[config.mk]
export PLATFORM = sky130hd
export DESIGN_NAME = heap_sort_engine_flat
export DESIGN_NICKNAME = d
export VERILOG_FILES = /design/src/rtl/hse_pkg.sv /design/src/rtl/hse_if.sv /design/src/rtl/heap_sort_engine.sv /design/src/rtl/hse_sorter.sv /design/src/flat_wrapper.sv
export SDC_FILE = /design/constraint.sdc
export NUM_CORES = 2
export LEC_CHECK = 0
export ABC_AREA = 1
export BUFFER_PORTS_ARGS = -buffer_cell sky130_fd_sc_hd__buf_2
export CORE_UTILIZATION = 35
export CTS_CLUSTER_SIZE = 25
export DETAILED_ROUTE_END_ITERATION = 16
export PLACE_DENSITY = 0.56
export SLEW_MARGIN = 20
export SYNTH_ARGS = -nofsm -noshare
export SYNTH_HDL_FRONTEND = slang
export SYNTH_SLANG_ARGS = --single-unit
[constraint.sdc]
create_clock -name clk -period 9.3 [get_ports clk]
set_input_delay 0.93 -clock clk [delete_from_list [all_inputs] [get_ports clk]]
set_output_delay 0.93 -clock clk [all_outputs]
set_load 0.01 [all_outputs]
[src/rtl/hse_pkg.sv]
// Shared types and constants for the heap sort engine.
// Used by the channel interfaces, the sort core and the top level.
package hse_pkg;

  localparam int HSE_MAX_KEYS = 64;
  localparam int HSE_KEY_W    = 32;

  typedef logic signed [HSE_KEY_W-1:0] key_t;

  // Requests from the top level to the sort core.
  typedef struct packed {
    logic start;
    logic wr_en;
    logic rd_en;
  } hse_req_t;

endpackage

[src/rtl/hse_if.sv]
// Valid/ready channel interfaces for the heap sort engine.
// Depends on hse_pkg for the key type.
interface hse_in_if import hse_pkg::*; ();
  logic valid;
  logic ready;
  key_t key;
  logic last;

  modport source (output valid, output key, output last, input ready);
  modport sink   (input valid, input key, input last, output ready);
endinterface

interface hse_out_if import hse_pkg::*; ();
  logic valid;
  logic ready;
  key_t sorted_key;
  logic last_res;
  logic overflow;

  modport source (output valid, output sorted_key, output last_res, output overflow,
                  input ready);
  modport sink   (input valid, input sorted_key, input last_res, input overflow,
                  output ready);
endinterface

[src/rtl/heap_sort_engine.sv]
// Heap sort engine top level: key loading, batch control and result register.
// Depends on hse_pkg, hse_if (channel interfaces) and hse_sorter.
//
//   channel | dir | payload                            | accepted when
//   in_ch   | in  | key, last                          | valid && ready
//   out_ch  | out | sorted_key, last_res, overflow     | valid && ready
//
// Keys load into the key memory at one word per cycle while loading. The word
// that carries last starts an in-place heapsort; each sift level compares both
// children, read at once from the dual-read memory. Results then leave at one
// word per cycle, while out_ch is ready, from a registered output stage. Reset
// is synchronous and active low; it clears the key count, the drop flag, the
// state and the output valid, and the memory needs no clearing pass. A stalled
// output holds its word; input is taken only while loading, but the last result
// may still wait on out_ch.
module heap_sort_engine import hse_pkg::*; #(
  parameter int MAX_KEYS = HSE_MAX_KEYS
) (
  input  logic        clk,
  input  logic        rst_n,
  hse_in_if.sink      in_ch,
  hse_out_if.source   out_ch
);

  localparam int IDX_W = $clog2(MAX_KEYS);
  localparam int CNT_W = $clog2(MAX_KEYS + 1);

  typedef enum logic [1:0] {ST_LOAD, ST_SORT, ST_EMIT} state_t;

  state_t            state_r, state_nxt;
  logic [CNT_W-1:0]  cnt_r, cnt_nxt;
  logic              drop_r, drop_nxt;
  logic [IDX_W-1:0]  k_r, k_nxt;
  logic              out_valid_r, out_valid_nxt;
  key_t              out_key_r, out_key_nxt;
  logic              out_last_r, out_last_nxt;
  logic              out_ovf_r, out_ovf_nxt;

  hse_req_t          req;
  logic [IDX_W-1:0]  rd_addr;
  logic              sort_done;
  key_t              rd_data;

  logic              in_take;
  logic              slot_free;
  logic              emit_load;
  logic              emit_last;

  // Input is taken only while loading a batch.
  assign in_ch.ready = (state_r == ST_LOAD);
  assign in_take     = in_ch.valid && in_ch.ready;
  assign slot_free   = !out_valid_r || out_ch.ready;
  assign emit_last   = (CNT_W'(k_r) + CNT_W'(1)) == cnt_r;
  assign emit_load   = (state_r == ST_EMIT) && slot_free;

  always_comb begin
    state_nxt     = state_r;
    cnt_nxt       = cnt_r;
    drop_nxt      = drop_r;
    k_nxt         = k_r;
    out_key_nxt   = out_key_r;
    out_last_nxt  = out_last_r;
    out_ovf_nxt   = out_ovf_r;
    out_valid_nxt = out_valid_r && !out_ch.ready;
    req           = '0;
    rd_addr       = k_r;

    unique case (state_r)
      ST_LOAD: begin
        if (in_take) begin
          if (cnt_r < CNT_W'(MAX_KEYS)) begin
            req.wr_en = 1'b1;
            cnt_nxt   = cnt_r + CNT_W'(1);
          end else begin
            // Store is full: the word is lost but the batch is marked.
            drop_nxt = 1'b1;
          end
          if (in_ch.last) begin
            req.start = 1'b1;
            state_nxt = ST_SORT;
          end
        end
      end
      ST_SORT: begin
        if (sort_done) begin
          // Fetch the smallest key; it is ready for the first emit cycle.
          req.rd_en = 1'b1;
          rd_addr   = '0;
          k_nxt     = '0;
          state_nxt = ST_EMIT;
        end
      end
      ST_EMIT: begin
        if (slot_free) begin
          out_valid_nxt = 1'b1;
          out_key_nxt   = rd_data;
          out_last_nxt  = emit_last;
          out_ovf_nxt   = drop_r;
          if (emit_last) begin
            cnt_nxt   = '0;
            drop_nxt  = 1'b0;
            state_nxt = ST_LOAD;
          end else begin
            k_nxt     = k_r + IDX_W'(1);
            req.rd_en = 1'b1;
            rd_addr   = k_r + IDX_W'(1);
          end
        end
      end
      default: state_nxt = ST_LOAD;
    endcase
  end

  always_ff @(posedge clk) begin
    if (!rst_n) begin
      state_r     <= ST_LOAD;
      cnt_r       <= '0;
      drop_r      <= 1'b0;
      out_valid_r <= 1'b0;
    end else begin
      state_r     <= state_nxt;
      cnt_r       <= cnt_nxt;
      drop_r      <= drop_nxt;
      out_valid_r <= out_valid_nxt;
    end
    k_r        <= k_nxt;
    out_key_r  <= out_key_nxt;
    out_last_r <= out_last_nxt;
    out_ovf_r  <= out_ovf_nxt;
  end

  hse_sorter #(
    .MAX_KEYS (MAX_KEYS)
  ) u_sorter (
    .clk     (clk),
    .rst_n   (rst_n),
    .req     (req),
    .wr_addr (cnt_r[IDX_W-1:0]),
    .wr_data (in_ch.key),
    .rd_addr (rd_addr),
    .n       (cnt_nxt),
    .done    (sort_done),
    .rd_data (rd_data)
  );

  assign out_ch.valid      = out_valid_r;
  assign out_ch.sorted_key = out_key_r;
  assign out_ch.last_res   = out_last_r;
  assign out_ch.overflow   = out_ovf_r;

`ifndef SYNTHESIS
  // The key count never passes the store capacity.
  a_cnt_bound: assert property (@(posedge clk) disable iff (!rst_n)
    cnt_r <= CNT_W'(MAX_KEYS))
    else $error("key count beyond capacity");

  // The sort core finishes only while the top level waits for it.
  a_done_in_sort: assert property (@(posedge clk) disable iff (!rst_n)
    sort_done |-> (state_r == ST_SORT))
    else $error("sort finished outside the sort phase");

  // Emitting the final word of a batch clears the batch state.
  a_batch_clear: assert property (@(posedge clk) disable iff (!rst_n)
    (emit_load && emit_last) |=> (cnt_r == '0 && !drop_r && state_r == ST_LOAD))
    else $error("batch state not cleared after the final word");

  // A word is loaded into the output stage only when a batch holds keys.
  a_emit_nonempty: assert property (@(posedge clk) disable iff (!rst_n)
    emit_load |-> (cnt_r != '0))
    else $error("emitting from an empty batch");
`endif

endmodule

[src/rtl/hse_sorter.sv]
// Key memory and in-place heapsort sequencer of the heap sort engine.
// Depends on hse_pkg. The memory has one write port and two registered read ports.
module hse_sorter import hse_pkg::*; #(
  parameter int MAX_KEYS = HSE_MAX_KEYS
) (
  input  logic                             clk,
  input  logic                             rst_n,
  input  hse_req_t                         req,
  input  logic [$clog2(MAX_KEYS)-1:0]      wr_addr,
  input  key_t                             wr_data,
  input  logic [$clog2(MAX_KEYS)-1:0]      rd_addr,
  input  logic [$clog2(MAX_KEYS+1)-1:0]    n,
  output logic                             done,
  output key_t                             rd_data
);

  localparam int IDX_W = $clog2(MAX_KEYS);
  localparam int CNT_W = $clog2(MAX_KEYS + 1);
  localparam int CH_W  = IDX_W + 2;

  typedef enum logic [2:0] {
    ST_IDLE, ST_SIFT_RD, ST_SIFT_HELD, ST_SIFT_CMP, ST_SIFT_PUT,
    ST_SWAP_RD, ST_SWAP_WR, ST_FIX0
  } state_t;

  key_t mem [MAX_KEYS];
  key_t rda_r, rdb_r;

  state_t            state_r, state_nxt;
  logic              extract_r, extract_nxt;
  logic [IDX_W-1:0]  root_r, root_nxt;
  logic [IDX_W-1:0]  tail_r, tail_nxt;
  logic [IDX_W-1:0]  idx_r, idx_nxt;
  key_t              held_r, held_nxt;
  logic              done_r, done_nxt;

  logic              we, re;
  logic [IDX_W-1:0]  waddr, ra_addr, rb_addr;
  key_t              wdata;

  logic [CH_W-1:0]   child_c, child_p1, tail_x, gchild;
  logic              pick_right, go_down;
  logic [IDX_W-1:0]  pick_idx;
  key_t              pick_val;
  logic              sift_done;
  logic [CNT_W-1:0]  half_n;

  assign child_c    = {1'b0, root_r, 1'b1};
  assign child_p1   = child_c + CH_W'(1);
  assign tail_x     = {2'b00, tail_r};
  assign pick_right = (child_c < tail_x) && (rda_r < rdb_r);
  assign pick_idx   = pick_right ? child_p1[IDX_W-1:0] : child_c[IDX_W-1:0];
  assign pick_val   = pick_right ? rdb_r : rda_r;
  assign go_down    = held_r < pick_val;
  assign gchild     = {1'b0, pick_idx, 1'b1};
  assign half_n     = n >> 1;

  always_comb begin
    state_nxt   = state_r;
    extract_nxt = extract_r;
    root_nxt    = root_r;
    tail_nxt    = tail_r;
    idx_nxt     = idx_r;
    held_nxt    = held_r;
    done_nxt    = 1'b0;
    we          = 1'b0;
    waddr       = root_r;
    wdata       = held_r;
    re          = 1'b0;
    ra_addr     = root_r;
    rb_addr     = root_r;
    sift_done   = 1'b0;

    unique case (state_r)
      ST_IDLE: begin
        we      = req.wr_en;
        waddr   = wr_addr;
        wdata   = wr_data;
        re      = req.rd_en;
        ra_addr = rd_addr;
        if (req.start) begin
          if (n < CNT_W'(2)) begin
            done_nxt = 1'b1;
          end else begin
            extract_nxt = 1'b0;
            tail_nxt    = IDX_W'(n - CNT_W'(1));
            idx_nxt     = IDX_W'(half_n - CNT_W'(1));
            root_nxt    = IDX_W'(half_n - CNT_W'(1));
            state_nxt   = ST_SIFT_RD;
          end
        end
      end
      ST_SIFT_RD: begin
        re        = 1'b1;
        ra_addr   = root_r;
        state_nxt = ST_SIFT_HELD;
      end
      ST_SIFT_HELD: begin
        held_nxt = rda_r;
        if (child_c > tail_x) begin
          // A leaf needs no move.
          sift_done = 1'b1;
        end else begin
          re        = 1'b1;
          ra_addr   = child_c[IDX_W-1:0];
          rb_addr   = child_p1[IDX_W-1:0];
          state_nxt = ST_SIFT_CMP;
        end
      end
      ST_SIFT_CMP: begin
        we = 1'b1;
        waddr = root_r;
        if (go_down) begin
          // Pull the larger child up and follow the hole downward.
          wdata    = pick_val;
          root_nxt = pick_idx;
          if (gchild > tail_x) begin
            state_nxt = ST_SIFT_PUT;
          end else begin
            re      = 1'b1;
            ra_addr = gchild[IDX_W-1:0];
            rb_addr = IDX_W'(gchild + CH_W'(1));
          end
        end else begin
          wdata     = held_r;
          sift_done = 1'b1;
        end
      end
      ST_SIFT_PUT: begin
        we        = 1'b1;
        waddr     = root_r;
        wdata     = held_r;
        sift_done = 1'b1;
      end
      ST_SWAP_RD: begin
        re        = 1'b1;
        ra_addr   = '0;
        rb_addr   = idx_r;
        state_nxt = ST_SWAP_WR;
      end
      ST_SWAP_WR: begin
        // The old root goes to the tail; the old tail becomes the held key.
        we       = 1'b1;
        waddr    = idx_r;
        wdata    = rda_r;
        held_nxt = rdb_r;
        tail_nxt = idx_r - IDX_W'(1);
        root_nxt = '0;
        if (idx_r == IDX_W'(1)) begin
          state_nxt = ST_FIX0;
        end else begin
          re        = 1'b1;
          ra_addr   = IDX_W'(1);
          rb_addr   = IDX_W'(2);
          state_nxt = ST_SIFT_CMP;
        end
      end
      ST_FIX0: begin
        we        = 1'b1;
        waddr     = '0;
        wdata     = held_r;
        done_nxt  = 1'b1;
        state_nxt = ST_IDLE;
      end
      default: state_nxt = ST_IDLE;
    endcase

    if (sift_done) begin
      if (!extract_r) begin
        if (idx_r == '0) begin
          extract_nxt = 1'b1;
          idx_nxt     = tail_r;
          state_nxt   = ST_SWAP_RD;
        end else begin
          idx_nxt   = idx_r - IDX_W'(1);
          root_nxt  = idx_r - IDX_W'(1);
          state_nxt = ST_SIFT_RD;
        end
      end else begin
        idx_nxt   = idx_r - IDX_W'(1);
        state_nxt = ST_SWAP_RD;
      end
    end
  end

  always_ff @(posedge clk) begin
    if (!rst_n) begin
      state_r   <= ST_IDLE;
      extract_r <= 1'b0;
      done_r    <= 1'b0;
    end else begin
      state_r   <= state_nxt;
      extract_r <= extract_nxt;
      done_r    <= done_nxt;
    end
    root_r <= root_nxt;
    tail_r <= tail_nxt;
    idx_r  <= idx_nxt;
    held_r <= held_nxt;
  end

  always_ff @(posedge clk) begin
    if (we) begin
      mem[waddr] <= wdata;
    end
    if (re) begin
      rda_r <= mem[ra_addr];
      rdb_r <= mem[rb_addr];
    end
  end

  assign done    = done_r;
  assign rd_data = rda_r;

endmodule
[src/flat_wrapper.sv]
// flat-port wrapper written by rule: the top's interface ports become plain ports
module heap_sort_engine_flat import hse_pkg::*;
#(
  parameter int MAX_KEYS = HSE_MAX_KEYS
)
  (clk, rst_n, in_ch_valid, in_ch_key, in_ch_last, in_ch_ready, out_ch_valid, out_ch_sorted_key, out_ch_last_res, out_ch_overflow, out_ch_ready);
  hse_in_if in_ch_i ();
  hse_out_if out_ch_i ();
  input  logic clk;
  input  logic rst_n;
  input wire logic [$bits(in_ch_i.valid)-1:0] in_ch_valid;
  input wire logic [$bits(in_ch_i.key)-1:0] in_ch_key;
  input wire logic [$bits(in_ch_i.last)-1:0] in_ch_last;
  output wire logic [$bits(in_ch_i.ready)-1:0] in_ch_ready;
  output wire logic [$bits(out_ch_i.valid)-1:0] out_ch_valid;
  output wire logic [$bits(out_ch_i.sorted_key)-1:0] out_ch_sorted_key;
  output wire logic [$bits(out_ch_i.last_res)-1:0] out_ch_last_res;
  output wire logic [$bits(out_ch_i.overflow)-1:0] out_ch_overflow;
  input wire logic [$bits(out_ch_i.ready)-1:0] out_ch_ready;
  assign in_ch_i.valid = in_ch_valid;
  assign in_ch_i.key = in_ch_key;
  assign in_ch_i.last = in_ch_last;
  assign in_ch_ready = in_ch_i.ready;
  assign out_ch_valid = out_ch_i.valid;
  assign out_ch_sorted_key = out_ch_i.sorted_key;
  assign out_ch_last_res = out_ch_i.last_res;
  assign out_ch_overflow = out_ch_i.overflow;
  assign out_ch_i.ready = out_ch_ready;
  heap_sort_engine #(.MAX_KEYS(MAX_KEYS)) u_core (.clk(clk), .rst_n(rst_n), .in_ch(in_ch_i), .out_ch(out_ch_i));
endmodule
# == After elaboration in Yosys (flattened, before gate mapping) ==
# Memories as Yosys holds them, arrays and structs flattened. A register that Yosys moved wholly into a read port is not among the register bits.
# Cells that the tools add are included.
# totals
register_bits,106
latchBits,0
ramBits,2048
romBits,0
input_bits,37
out_inout_bits,36
elab_cells,171
n_memories,1
# classes
addsub,8
mul,0
n_div,0
order_cmp,7
n_eq_ne,25
shifts,0
mux,92
n_bitwise,0
n_reduce_logical,23
# memory_table
memory,depth,width,rd,rd_clocked_by_memory_dff,wr,line,rtl
u_core.u_sorter.mem,64,32,2,2,1,hse_sorter.sv:26,key_t mem [MAX_KEYS];
# op_table
operator,n
6-bit 2-to-1 mux,26
32-bit case mux with 3 select lines,1
32-bit < comparator,2
32-bit 2-to-1 mux,2
32-bit case mux with 2 select lines,1
6-bit case mux with 3 select lines,2
6-bit case mux with 5 select lines,1
7-bit 2-to-1 mux,4
1-bit 2-to-1 mux,27
3-bit 2-to-1 mux,9
6-bit case mux with 2 select lines,2
6-bit case mux with 4 select lines,1
3-bit case mux with 7 select lines,1
6-bit by 1-bit adder with 6-bit output (second input constant),3
6-bit by 1-bit subtractor with 6-bit output (second input constant),3
7-bit by 6-bit greater-than comparator with 1-bit output,2
2-bit 2-to-1 mux,7
7-bit case mux with 2 select lines,1
3-bit == test (second input constant),4
2-bit != test (second input constant),6
3-bit != test (second input constant),4
5-bit AND reduction,2
2-bit nonzero test,5
1-bit case mux with 2 select lines,4
other kinds (28),35

# == Longest topological paths before layout ==
# depth
depth_word,12
ltp_mapped,47
ltp_nobuf,43

# == Hierarchy ==
# A second synthesis with hierarchy kept.
# unflattened
hier_cells,14545
area_unflattened_um2,123151.9
# by_module_without_submodules
module,instances,cells_each,area_per_inst_um2,seq_area_each_um2
hse_sorter,1,14302,120848.4,64962.3
heap_sort_engine,1,243,2303.5,1361.3

# == Worst setup path after synthesis ==
# OpenSTA, ideal clock, no wires.
# synth_timing
path_kind,register -> register
startpoint,"register u_core.u_sorter.rda_r[21] (netlist: u_core.u_sorter.rd_data[21]), read port of u_core.u_sorter.mem"
endpoint,memory u_core.u_sorter.mem[0][0] (netlist bit) (data pin)
setup_ns,1.008
t_arrival_ns,8.235
t_required_ns,8.292
path_slack_ns,0.057
stages_incl_launch_ff,28
path_buffers,3
synth_period_minus_slack_ns,9.243
cell_sequence,edfxtp_1 -> ha_1 -> a21oi_1 -> nor2_1 -> nor2_1 -> nand3_1 -> a21oi_1 -> nand2_1 -> nand2_1 -> nand3_4 -> inv_1 -> clkbuf_1 -> clkbuf_1 -> nand2_1 -> o21ai_0 -> ha_1 -> a21oi_1 -> nor2_1 -> a211oi_1 -> o221ai_1 -> a21oi_1 -> nand2_4 -> nand2_4 -> nand2_2 -> inv_1 -> clkbuf_1 -> nor2_1 -> o311ai_0
# synth_via
elab_chain_cells,6
# synth_rtl
item,line,rtl
start: declaration,hse_sorter.sv:27,"key_t rda_r, rdb_r;"
32-bit < comparator,hse_sorter.sv:51,assign pick_right = (child_c < tail_x) && (rda_r < rdb_r);
1-bit logical AND,hse_sorter.sv:51,
32-bit 2-to-1 mux *,hse_sorter.sv:53,assign pick_val = pick_right ? rdb_r : rda_r;
32-bit < comparator,hse_sorter.sv:54,assign go_down = held_r < pick_val;
32-bit 2-to-1 mux *,hse_sorter.sv:113,if (go_down) begin
32-bit case mux with 3 select lines *,hse_sorter.sv:74,unique case (state_r)
named net u_core.u_sorter.wdata[0],hse_sorter.sv:39,key_t wdata;
end: declaration,hse_sorter.sv:26,
# Mark *: on every way through the listed nets, which the timed path passes. The rest lies on a longest branch.

# == Final worst setup path ==
# layout_timing
startpoint,"register u_core.u_sorter.rdb_r[2], read port of u_core.u_sorter.mem"
endpoint,"register u_core.u_sorter.rda_r[18] (netlist: u_core.u_sorter.rd_data[18]), read port of u_core.u_sorter.mem (data pin)"
# layout_via
elab_chain_cells,7
elab_cells_between_ends,12
cone_classes,order compare (3); mux (8); reduce/logical (1)
# layout_rtl
item,line
start: declaration,hse_sorter.sv:27
branches (longest 7 deep; another with 32-bit < comparator),--
# Several ways; the timed one is not identified.
# A chain may end at the register's enable or synchronous reset.

==> impl_metrics.json <==
{
  "synthTopCellsByArea": "edfxtp_1, nand3_1, nand2_1",
  "overflow": 0,
  "r2r.worst_path.cells": 41,
  "synth_nets": 14978,
  "synthAdderAreaFrac_pct": 0.8578,
  "clock_path_buffers": 4,
  "cp_slowest_cell": "edfxtp_1",
  "vias_per_cell": 5.517,
  "ff2ff_setup_slack_ns": 0.40,
  "synth_top_flop_cell": "edfxtp_1",
  "maxCapViolCount": 0,
  "grt_usage_pct": 26.55,
  "synth.most_common_cell": "nand2_1",
  "path_max_fanout": 68,
  "areaGrowthSynthToFinish_pct": 11.90,
  "ys_ff_latch": 2218,
  "grt_max_degree": 135,
  "setup_viol": 0,
  "numCtsBuffers": 243,
  "antenna_left": 0,
  "tns_ns": 0,
  "fp-row-count": 216,
  "hpwl_microns": 273100,
  "drc": 0,
  "ys_seq_area_share_pct": 54.13,
  "clk_pin_slew_ns": 0.06,
  "cts_tree": "built",
  "worstSetupEndpointType": "flop",
  "synth_area_leader_cell": "edfxtp_1",
  "grt_pass1_wl_microns": 691100,
  "syn_avg_cell_area_sq_um": 8.247,
  "cts_resized": 0,
  "hold_path_depth": 2,
  "routed_wl_microns": 483000,
  "status": "finished clean",
  "yosys-top-cells-count": "nand2_1, nand3_1, edfxtp_1, inv_1, o21ai_0",
  "worst_r2r_endpoint": "u_core.u_sorter.rd_data[18]",
  "grt_pass1_vias": 98548,
  "muxShareOfSynthArea_pct": 0.008169,
  "port_buffers": 72,
  "synth_edf_count": 2190,
  "hp-class": "in2reg",
  "synth_top_area_share_pct": 53.67,
  "synth_xor_area_share_pct": 0.1358,
  "cts_setup_buffers": 0,
  "min_to": "u_core.u_sorter.state_r[0]",
  "die-area_sq_um": 352500,
  "hold_viol_final": 0,
  "dieHeight_microns": 593.7,
  "netlist_area_sq_um": 122500,
  "fmax_mhz": 112.3,
  "ctsHtreeMaxLevel": 4,
  "tightest_slew_ns": 1.237,
  "timing.final.crit_share_pct": 95.74,
  "start_kind": "flop",
  "synth_compound_gate_area_share_pct": 5.997,
  "drive_above_1_share_pct": 6.405,
  "hold_buffers": 0,
  "worstPathRequired_ns": 10.06,
  "slowest_delay_ns": 0.72,
  "initial_utilization_pct": 35.28,
  "wl_per_cell_microns": 25.02,
  "die_width_microns": 593.7,
  "skew_ns": 0.07017,
  "io_pins": 73,
  "cts_sinks": 2218,
  "drt_first_pass_iters": 8,
  "slew_headroom_pct": 17.55,
  "synth_cells": 14857,
  "ys_types": 52,
  "rsz0062_at_grt": "no",
  "fin_crit_ns": 8.904,
  "maxSlewViolCount": 0,
  "drt_iter0_drc": 14203,
  "crit_type": "reg2reg",
  "core_area_sq_um": 347300,
  "num_vias": 106509,
  "cpMostUsedCell": "nand2_1",
  "yosys.area_share.simple_pct": 28.05,
  "clk_latency_ns": 0.96,
  "num-nets-final": 14653,
  "root_buffer": "clkbuf_16",
  "hp-start": "rst_n",
  "critPathArrivalTime_ns": 9.66,
  "rr_startpoint": "u_core.u_sorter.rdb_r[2]",
  "ys_warn_count": 0,
  "async_flop_share_pct": 0,
  "gp_congestion": 0.9318,
  "synth_top_family_by_area": "simple AND/OR/NAND/NOR gates",
  "antenna_found_initial": 23
}
## worst max-delay path: cells and delay by family, from the launching register on
| kind | cells | cell delay (ns) |
|---|---|---|
| and+or+nand+nor | 28 | 3.42 |
| buffers and inverters | 8 | 2.65 |
| AOI/OAI and AO/OA | 3 | 1.04 |
| adders and majority gates | 2 | 0.73 |
| DFF | 1 | 0.72 |
## cells in the final DEF, fill, tap and decap left out, types with 28 or more instances in the layout
master,count
nor2_1,80
o21ai_1,213
nand3_1,3439
edfxtp_1,2190
clkbuf_1,45
buf_12,146
clkinv_2,51
buf_2,72
clkbuf_16,245
buf_4,239
inv_1,2124
nor2_4,67
ha_1,84
dfxtp_1,28
o21ai_0,1030
a21oi_1,69
nand2_1,4313
clkinv_1,55
o2111ai_4,31
## state kept, by name, indices dropped and copies added, names as in the netlist
signal,count
u_core.u_sorter.done,1
u_core.u_sorter.idx_r,6
u_core.out_ch.last_res,1
u_core.cnt_r,7
u_core.u_sorter.rdb_r,32
u_core.state_r,2
u_core.u_sorter.mem,2048
u_core.u_sorter.held_r,32
u_core.k_r,6
u_core.u_sorter.rd_data,32
u_core.u_sorter.tail_r,6
u_core.drop_r,1
u_core.u_sorter.root_r,6
u_core.out_ch.overflow,1
u_core.u_sorter.state_r,3
u_core.out_ch.valid,1
u_core.u_sorter.extract_r,1
u_core.out_ch.sorted_key,32
## how the worst max path moves through the flow
stage,start,end,slack (ns),depth (start not counted)
2_1_floorplan,u_core.u_sorter.rd_data[21],u_core.u_sorter.mem[0][0],0.06,27
3_3_place_gp,u_core.u_sorter.rdb_r[2],u_core.u_sorter.rd_data[18],0.66,41
3_5_place_dp,u_core.u_sorter.rdb_r[2],u_core.u_sorter.rd_data[18],0.68,39
4_1_cts,u_core.u_sorter.rdb_r[2],u_core.u_sorter.rd_data[18],0.63,39
5_1_grt,u_core.u_sorter.rdb_r[10],u_core.u_sorter.rd_data[18],0.16,37
6_report,u_core.u_sorter.rdb_r[2],u_core.u_sorter.rd_data[18],0.40,41
## cells by family after synthesis
logic type | count (synthesis)
simple gates | 7954
buf+inv | 3171
flops | 2218
compound gates | 1410
fa+ha+maj | 84
xor+xnor | 19
mux | 1
## cell type report
| class | count | area, sq um |
|---|---|---|
| sequential | 2218 | 66320 |
| tap | 4578 | 5728 |
| timing repair buffer | 457 | 5077 |
| multi-input combinational | 9468 | 44160 |
| clock inverter | 146 | 1386 |
| inverter | 2144 | 8107 |
| fill | 34722 | 210200 |
| clock buffer | 291 | 6314 |
| antenna | 5 | 12.51 |
## metal layers
layer | track usage, % | share of wire (%) | vias up
met1 | 34.74 | 39 | 50766
met3 | 4.984 | 11 | 1170
met5 | 0 | 0.014 | -
met4 | 15.46 | 6.7 | 10
li1 | - | - | 48529
met2 | 41.08 | 44 | 6034
## metrics by stage
step	setup slack, ns	area [sq um]	cells	util [%]	hold WS [ns]
floorplan	0.05697	122500	14857	-	0.4019
global placement	0.6573	129400	18865	37.26	0.4254
detailed placement	0.6759	129400	18865	37.26	0.4219
CTS	0.6261	137100	19302	39.48	0.2661
global route	0.1550	137100	19303	39.48	0.2882
finish	0.3957	137100	19307	39.48	0.3175
Power is not shown: default switching activity piles up to over one toggle a cycle in this logic, so the estimate is an artifact.
